[src/bgs_pkg.sv]
package bgs_pkg;

  localparam int ValW  = 24;
  localparam int CoefW = 32;
  localparam int ColW  = 6;
  localparam int RowW  = 12;
  localparam int CfgW  = 32;
  localparam int CfgIdxW = 3;

  localparam logic [CfgIdxW-1:0] RegWidth  = 3'd0;
  localparam logic [CfgIdxW-1:0] RegHeight = 3'd1;
  localparam logic [CfgIdxW-1:0] RegAdvX   = 3'd2;
  localparam logic [CfgIdxW-1:0] RegAdvY   = 3'd3;
  localparam logic [CfgIdxW-1:0] RegDiffX  = 3'd4;
  localparam logic [CfgIdxW-1:0] RegDiffY  = 3'd5;

  typedef logic signed [ValW-1:0] val_t;

  typedef enum logic [4:0] {
    S_IDLE  = 5'b00001,
    S_READ  = 5'b00010,
    S_PROD  = 5'b00100,
    S_COEF  = 5'b01000,
    S_OUT   = 5'b10000
  } state_t;

  typedef struct packed {
    logic load;
    logic rd;
    logic prod;
    logic coef;
    logic sum;
  } cmd_t;

  typedef struct packed {
    logic emit;
    logic out_busy;
  } sts_t;

  function automatic logic signed [47:0] rnd_shift(input logic signed [79:0] v,
                                                    input int s);
    logic signed [79:0] b;
    begin
      b = v + (80'sd1 <<< (s - 1));
      rnd_shift = 48'(b >>> s);
    end
  endfunction

endpackage

[src/bgs_ctrl.sv]
module bgs_ctrl (
  input  logic          clk,
  input  logic          rst,
  input  logic          in_valid,
  output logic          in_stall,
  input  bgs_pkg::sts_t sts,
  output bgs_pkg::cmd_t cmd
);
  import bgs_pkg::*;

  state_t state, state_next;

  always_ff @(posedge clk) begin
    if (rst) state <= S_IDLE;
    else state <= state_next;
  end

  assign in_stall = (state != S_IDLE) || sts.out_busy;

  always_comb begin
    state_next = state;
    cmd = '0;
    unique case (state)
      S_IDLE: begin
        if (in_valid && !sts.out_busy) begin
          cmd.load = 1'b1;
          state_next = S_READ;
        end
      end
      S_READ: begin
        cmd.rd = 1'b1;
        state_next = sts.emit ? S_PROD : S_IDLE;
      end
      S_PROD: begin
        cmd.prod = 1'b1;
        state_next = S_COEF;
      end
      S_COEF: begin
        cmd.coef = 1'b1;
        state_next = S_OUT;
      end
      S_OUT: begin
        cmd.sum = 1'b1;
        state_next = S_IDLE;
      end
      default: state_next = S_IDLE;
    endcase
  end
endmodule

[config.mk]
export PLATFORM = sky130hd
export DESIGN_NAME = bgs_ctrl
export DESIGN_NICKNAME = d
export VERILOG_FILES = /design/src/bgs_pkg.sv /design/src/bgs_ctrl.sv
export SDC_FILE = /design/constraint.sdc
export NUM_CORES = 1
export LEC_CHECK = 0
export ABC_CLOCK_PERIOD_IN_PS = 2840
export BUFFER_PORTS_ARGS = -buffer_cell sky130_fd_sc_hd__buf_2
export CAP_MARGIN = 10
export CORE_AREA = 2 2 39 41
export CTS_BUF_LIST = sky130_fd_sc_hd__clkbuf_2 sky130_fd_sc_hd__clkbuf_4 sky130_fd_sc_hd__clkbuf_8
export DETAILED_ROUTE_END_ITERATION = 16
export DIE_AREA = 0 0 41 43
export GPL_TIMING_DRIVEN = 0
export HOLD_SLACK_MARGIN = 0.1
export PLACE_DENSITY = 0.42
export SLEW_MARGIN = 10
export SYNTH_ARGS = -nofsm -noshare
export SYNTH_HDL_FRONTEND = slang
export SYNTH_SLANG_ARGS = --single-unit
[constraint.sdc]
create_clock -name clk -period 2.84 [get_ports clk]
set_input_delay 0.568 -clock clk [delete_from_list [all_inputs] [get_ports clk]]
set_output_delay 0.568 -clock clk [all_outputs]
set_load 0.02 [all_outputs]
==> summary.md, run 1 <==
| Metric | Value |
|---|---|
| Syn_nets | 33 |
| Max Fclk | 0.4840 GHz |
| CP max stage cell | dfxtp_1 |
| Clk sinks | 5 |
| Critical Path RT | 2270 ps |
| Clock Skew | 4.962 ps |
| Fraction of layout cells with a size suffix above 1 | 42.86% |
| Multi-input logic area | 157.7 sq um |
| Routed wire length | 566 microns |
| Final core occ | 25.86% |
| Final worst path period need | 2066 ps |
| Final Worst Setup Slack | 773.8 ps |
| Post-DP HPWL | 403.7 microns |
| Die ar. | 1763 sq um |
| Total CTS buffers | 3 |
| Clock buffer depth | 2 |
| Root buf cell | clkbuf_4 |
| Initial antenna violation count | 0 |
| Max-slew violations | 0 |
| Via count of the routed design | 255 |
| Initial Utilization | 18.63% |
| Max incr delay on CP | 350 ps |
| Max cap viols | 0 |
| Total negative setup slack | 0 ps |
| CP Class | reg2out |
| Post-CTS Setup Bufs | 0 |
| I/O Buffers | 10 |
| Crit path from | state[1]$_SDFFE_PP0P_ |
| Status | complete, no violations |
| RePlAce Congestion | 0.6890 |
| Skew-Pair Late Insertion Delay | 250 ps |
| DIE HEIGHT | 43 microns |
| Peak supply drop | 0.2364 mV |
| H-tree levels | 1 |
| Slew headroom | 82.47% |
| Yosys warning count | 0 |
| Netlist cell types | 18 |
| Crit share post-route | 72.75% |
| Worst-path clk slew | 50 ps |
| Worst Hold Class | in2reg |
| # rows | 14 |
| Top Ports | 11 |
| WP data arrival | 1500 ps |
| Core ar. | 1384 sq um |
| Post-synthesis sequential area ratio | 38.83% |
| FF/Latch Area | 100.1 sq um |
| Syn-to-layout area delta | 38.83% |
| RSZ-0062 raised after global routing | false |
| Syn_area_per_cell | 9.205 sq um |
| Final design area excluding fillers | 357.8 sq um |
| Biggest register | state |
| # hold bufs at CTS | 0 |
| R2r worst-path depth | 3 |
| Largest net degree at the start of global routing | 8 |
| Grt ovf | 0 |
| Total iterations of the first detailed-routing run | 4 |
| PD cells | 540.1 nW/um^2 |
| Final-layout fill cell count | 154 |
| Hold path startpoint | rst |
| DR WL/cell | 9.759 microns |
| Commonest non-fill, non-tap cells in the layout | buf_2 (10), dfxtp_1 (5), clkbuf_4 (4) |
| Largest regs | state x5 |
| Flop2flop setup slack | 1630 ps |
| Post-DRT Antenna Nets | 0 |
| Vias per std cell | 4.397 |
| Gr usage total | 8.551% |
| EDFF count, synth | 0 |
| Net count, final | 48 |
| Antenna cells | 0 |
| Pre-CTS worst setup slack | 1045 ps |
| Cells along the critical path | nor3_1 -> nand3b_1 -> or2_2 -> buf_2 |
| CP endpoint kind | primary output |
| Placed inst area | 327.8 sq um |
| Synth Instances | 28 |
| FFs w/ async S/R, synth | 0% |
| Max FFs per register | 5 |
| Global-route wire length before repair | 938 microns |
| Critical Path Fanout Max | 7 |
| DRT iter0 DRCs | 5 |
| Worst-Margin Slew | 259.3 ps |
| Leak pwr | 0.1678 nW |
| Mapped Area | 257.7 sq um |
| Final hold vios | 0 |
| Critical R2R Launch | state[1]$_SDFFE_PP0P_ |
| CTS tree | built |
| Reg-to-Reg End | state[0]$_SDFFE_PP1P_ |
| Residual DRC | 0 |
| Main synth FF type | dfxtp_1 |
| Commonest non-fill, non-tap cell in the layout | buf_2 |
| CP Launch Type | flip-flop |
| Post-CTS Resized | 0 |
| Die X | 41 microns |
| Vias in the first global route | 228 |
| Worst setup path endpoint | in_stall |
| Setup violations, final | 0 |
| Synthesized flop and latch total | 5 |
[layout make-up]
| class | count | share of cell area [%] |
|---|---|---|
| tap | 16 | 5.594 |
| timing repair buffer | 10 | 13.99 |
| multi-input combinational | 23 | 44.06 |
| clock buffer | 4 | 8.392 |
| sequential | 5 | 27.97 |
[per-stage QoR]
stage | hold slack, ps | power [mW] | cells
after floorplan | 479.2 | 0.09245 | 28
after global placement | 549.3 | 0.1015 | 54
after detailed placement | 532.1 | 0.1010 | 54
after CTS | 551.1 | 0.1960 | 58
after global routing | 557.0 | 0.2047 | 58
final | 554.6 | 0.1933 | 58
[worst max-delay path, delay by kind of cell (launching register included)]
| family | cells | cell delay, ps |
|---|---|---|
| flops | 1 | 350 |
| simple gates | 3 | 740 |
| buf+inv | 1 | 160 |
[Yosys cell counts, types with 3 or more instances]
library cell / count / area, sq um
dfxtp_1: 5 / 100.1
nor2_1: 3 / 11.26
nor2b_1: 3 / 18.77
nor3_1: 3 / 15.01
[layer usage]
layer  global-route usage (%)  wire length [microns]  part of all wire [%]
met1                    10.68                    282                    50
met2                    9.688                    221                    39
met3                    7.853                     62                    11
met4                    4.000                      0                     0
met5                        0                      0                     0
[how the worst min path moves through the flow]
stage | end | depth (start not counted)
after floorplan | state[2]$_SDFFE_PP0P_ | 1
after global placement | state[2]$_SDFFE_PP0P_ | 2
after detailed placement | state[2]$_SDFFE_PP0P_ | 2
after CTS | state[4]$_SDFFE_PP0P_ | 2
after global routing | state[4]$_SDFFE_PP0P_ | 2
final | state[4]$_SDFFE_PP0P_ | 2
[cells by family (layout without fill, tap and decap cells)]
family	count (synthesis)	in the layout	synth area share (%)
buffers and inverters	0	14	0
XOR/XNOR	1	1	3.399
AND/OR/NAND/NOR	20	20	49.04
flip-flops	5	5	38.84
AO/OA/AOI/OAI	2	2	8.737
[report_power, final]
| part | internal (mW) | leakage (nW) | switching, mW | total, mW |
|---|---|---|---|---|
| logic | 0.0109 | 0.109 | 0.0131 | 0.0240 |
| registers | 0.0726 | 0.0406 | 0.00344 | 0.0760 |
| clock network | 0.0627 | 0.0184 | 0.0305 | 0.0933 |
Note: power is estimated with default switching activity, not from simulation.
==> run 2: changes to the inputs <==
- ABC_AREA: unset -> 1
- ABC_CLOCK_PERIOD_IN_PS: 2840 -> 2060
- PLACE_DENSITY: 0.42 -> 0.44
- clock period: 2.84 -> 2.06 ns (I/O delays scaled with it)
==> run 2 against run 1 <==
Sequential share of layout area is 1.4 points lower. Setup slack worse by 360 ps. First-iteration DRC count stayed put. Combinational power grew to 4.4 times the previous value. Critical endpoint unchanged. Highest routed layer is now met4.
==> summary.md, run 2 <==
| Metric | Value |
|---|---|
| DRT iter0 DRCs | 5 (unchanged) |
| Total Power | 0.3455 mW (+79%) |
| Syn_nets | 44 (+33%) |
| CP Class | reg2out |
| Worst-Margin Slew | 216.9 ps (-42.45 ps) |
| Residual DRC | 0 (unchanged) |
| Gr usage total | 7.823% (-0.73 points) |
| Final hold vios | 0 (unchanged) |
| Total iterations of the first detailed-routing run | 2 (-2) |
| Skew-Pair Late Insertion Delay | 240 ps (about the same) |
| Post-DP HPWL | 413.3 microns (+2.4%) |
| Hold Path Depth | 2 (unchanged) |
| Critical Path Fanout Max | 5 (-2) |
| PD cells | 917.5 nW/um^2 (+70%) |
| Vias in the first global route | 212 (-7.0%) |
| Pre-CTS worst setup slack | 642.7 ps (-402.7 ps) |
| Total negative setup slack | 0 ps (unchanged) |
| Placed Cells | 65 (+20%) |
| Crit share post-route | 79.71% |
| Fraction of layout cells with a size suffix above 1 | 39.62% (-3.2 points) |
| Mapped Area | 276.5 sq um (+7.3%) |
| Post-DRT Antenna Nets | 0 (unchanged) |
| Core ar. | 1384 sq um (unchanged) |
| Final Worst Setup Slack | 418.0 ps (-355.8 ps) |
| CP endpoint kind | primary output |
| I/O Buffers | 10 (unchanged) |
| EDFF count, synth | 0 (unchanged) |
| Via count of the routed design | 271 (+6.3%) |
| Vias per std cell | 3.928 (-11%) |
| Max cap viols | 0 (unchanged) |
| Levels on crit path | 5 (+1) |
| RePlAce Congestion | 0.7033 (+2.1%) |
| Total CTS buffers | 3 (unchanged) |
| Sequential share of power | 33.5% (-5.8 points) |
| Top Ports | 11 (unchanged) |
| Max incr delay on CP | 360 ps (about the same) |
| Post-CTS Resized | 0 (unchanged) |
| Largest regs | state x5 |
| Syn_area_per_cell | 7.090 sq um (-23%) |
| Post-synth top cells | nor2_1 (10), inv_1 (6), dfxtp_1 (5), nand2_1 (4) |
| CP Launch Type | flip-flop |
| Final core occ | 27.22% (+1.4 points) |
| FFs w/ async S/R, synth | 0% (unchanged) |
| CP max stage cell | dfxtp_1 |
| Synthesized flop and latch total | 5 (unchanged) |
| Clock buffer depth | 2 (unchanged) |
| Root buf cell | clkbuf_4 |
| Critical Path RT | 1650 ps (-620 ps) |
| Top post-synthesis cells by area | dfxtp_1 (36%), nor2_1 (14%), nor2_4 (12%) |
| Commonest non-fill, non-tap cells in the layout | nor2_1 (10), buf_2 (10), inv_1 (6) |
| Main synth FF type | dfxtp_1 |
| H-tree levels | 1 (unchanged) |
| Clk sinks | 5 (unchanged) |
| Post-CTS Setup Bufs | 0 (unchanged) |
| Routed wire length | 499 microns (-12%) |
| Status | complete, no violations |
| DR WL/cell | 7.232 microns (-26%) |
| Delay-heaviest family, CP | simple AND/OR/NAND/NOR gates |
| Setup violations, final | 0 (unchanged) |
| Critical R2R Launch | state[0]$_SDFFE_PP1P_ |
| Netlist cell types | 13 (-5) |
| Grt ovf | 0 (unchanged) |
| Hold path startpoint | rst |
| Die X | 41 microns (unchanged) |
| Yosys warning count | 0 (unchanged) |
| Part of the power in the clock network | 36.0% (-12 points) |
| Initial Utilization | 19.98% (+1.4 points) |
| Die ar. | 1763 sq um (unchanged) |
| Peak supply drop | 0.2657 mV (+12%) |
| Worst Hold Class | in2reg |
| WP data arrival | 1230 ps (-270 ps) |
| Crit path from | state[0]$_SDFFE_PP1P_ |
| Yosys top cell area share | 36.20% (-2.6 points) |
| Slew headroom | 85.41% (+2.9 points) |
| # rows | 14 (unchanged) |
| Non-filler cells, final | 69 (+19%) |
| Syn-to-layout area delta | 36.20% |
| DIE HEIGHT | 43 microns (unchanged) |
| Initial antenna violation count | 0 (unchanged) |
| Switching Share | 32.71% (+8.4 points) |
| Net count, final | 59 (+23%) |
| Max Fclk | 0.6090 GHz |
| Final worst path period need | 1642 ps |
| Max FFs per register | 5 (unchanged) |
| Clock Skew | 5.873 ps (+0.9106 ps) |
| Synth Instances | 39 (+39%) |
| Largest net degree at the start of global routing | 6 (-2) |
| WHS | 391.6 ps (-162.9 ps) |
| Cells along the critical path | inv_2 -> nor2_4 -> nand3_4 -> or2_1 -> buf_2 |
| Antenna cells | 0 (unchanged) |
| Post-synthesis sequential area ratio | 36.20% (-2.6 points) |
| # hold bufs at CTS | 0 (unchanged) |
| Final design area excluding fillers | 376.6 sq um (+5.2%) |
| Pint | 0.2325 mW (+59%) |
| Net Sw Power | 0.1130 mW (+140%) |
| Synth area leader | dfxtp_1 |
| Placed inst area | 346.6 sq um (+5.7%) |
| Count leader, synth | nor2_1 |
| Leak pwr | 0.2093 nW (+25%) |
| Global-route wire length before repair | 814 microns (-13%) |
| R2r worst-path depth | 6 (+3) |
| RSZ-0062 raised after global routing | false |
| Worst-path clk slew | 40 ps (about the same) |
| Buf+Inv Stages, Crit Path | 2 (+1) |
| CTS tree | built |
| Max-slew violations | 0 (unchanged) |
| Gate power share | 30.5% (+18 points) |
| Biggest register | state |
## run 2: cell count changes in the layout (fill, tap and decap cells not counted), sizes merged, moves of 2 or more
cell	before	now
nand2	1	4
nor2b	3	0
inv	0	9
nor2	3	13
nand3	0	2
and3b	2	0
## run 2: area by class of cell
cell class	instances	area, sq um
Fill cell	160	1007
Clock buffer	4	30.03
Inverter	9	33.78
Multi-Input combinational cell	25	142.6
Timing Repair Buffer	10	50.05
Tap cell	16	20.02
Sequential cell	5	100.1
## run 2: routing by layer
metal | vias to the layer above | GRT usage (%) | routed length (microns)
met2 | 10 | 8.438 | 210
met3 | 2 | 4.712 | 37
met1 | 109 | 8.654 | 231
met4 | 0 | 10.00 | 19
li1 | 150 | - | -
met5 | - | 0 | 0
## run 2: worst register-to-register path, stage by stage (launching register included)
cell and delay [ps]:
dfxtp_1 330, inv_2 80, nand2_1 70, nor2_1 150, o21ai_1 100, nand3_1 70
nand2_1 40
## run 2: path summary, 6_finish.rpt
path         slack [ps]               endpoint
min reg2reg         580  state[4]$_SDFFE_PP0P_
max reg2reg        1120  state[0]$_SDFFE_PP1P_
max                 420               in_stall
min                 390  state[4]$_SDFFE_PP0P_
## run 2: cell families after synthesis
| kind of cell | count (synthesis) | share of synthesized area (%) |
|---|---|---|
| AO/OA/AOI/OAI | 1 | 1.808 |
| buffers and inverters | 9 | 12.22 |
| flip-flops | 5 | 36.20 |
| AND/OR/NAND/NOR | 24 | 49.78 |
## run 2: power groups by stage
stage / clock network, mW / logic (mW) / registers (mW)
2_1_floorplan: 0 / 0.0826 / 0.116
3_3_place_gp: 0 / 0.107 / 0.118
3_5_place_dp: 0 / 0.107 / 0.118
4_1_cts: 0.132 / 0.108 / 0.116
5_1_grt: 0.136 / 0.121 / 0.117
6_report: 0.124 / 0.105 / 0.116
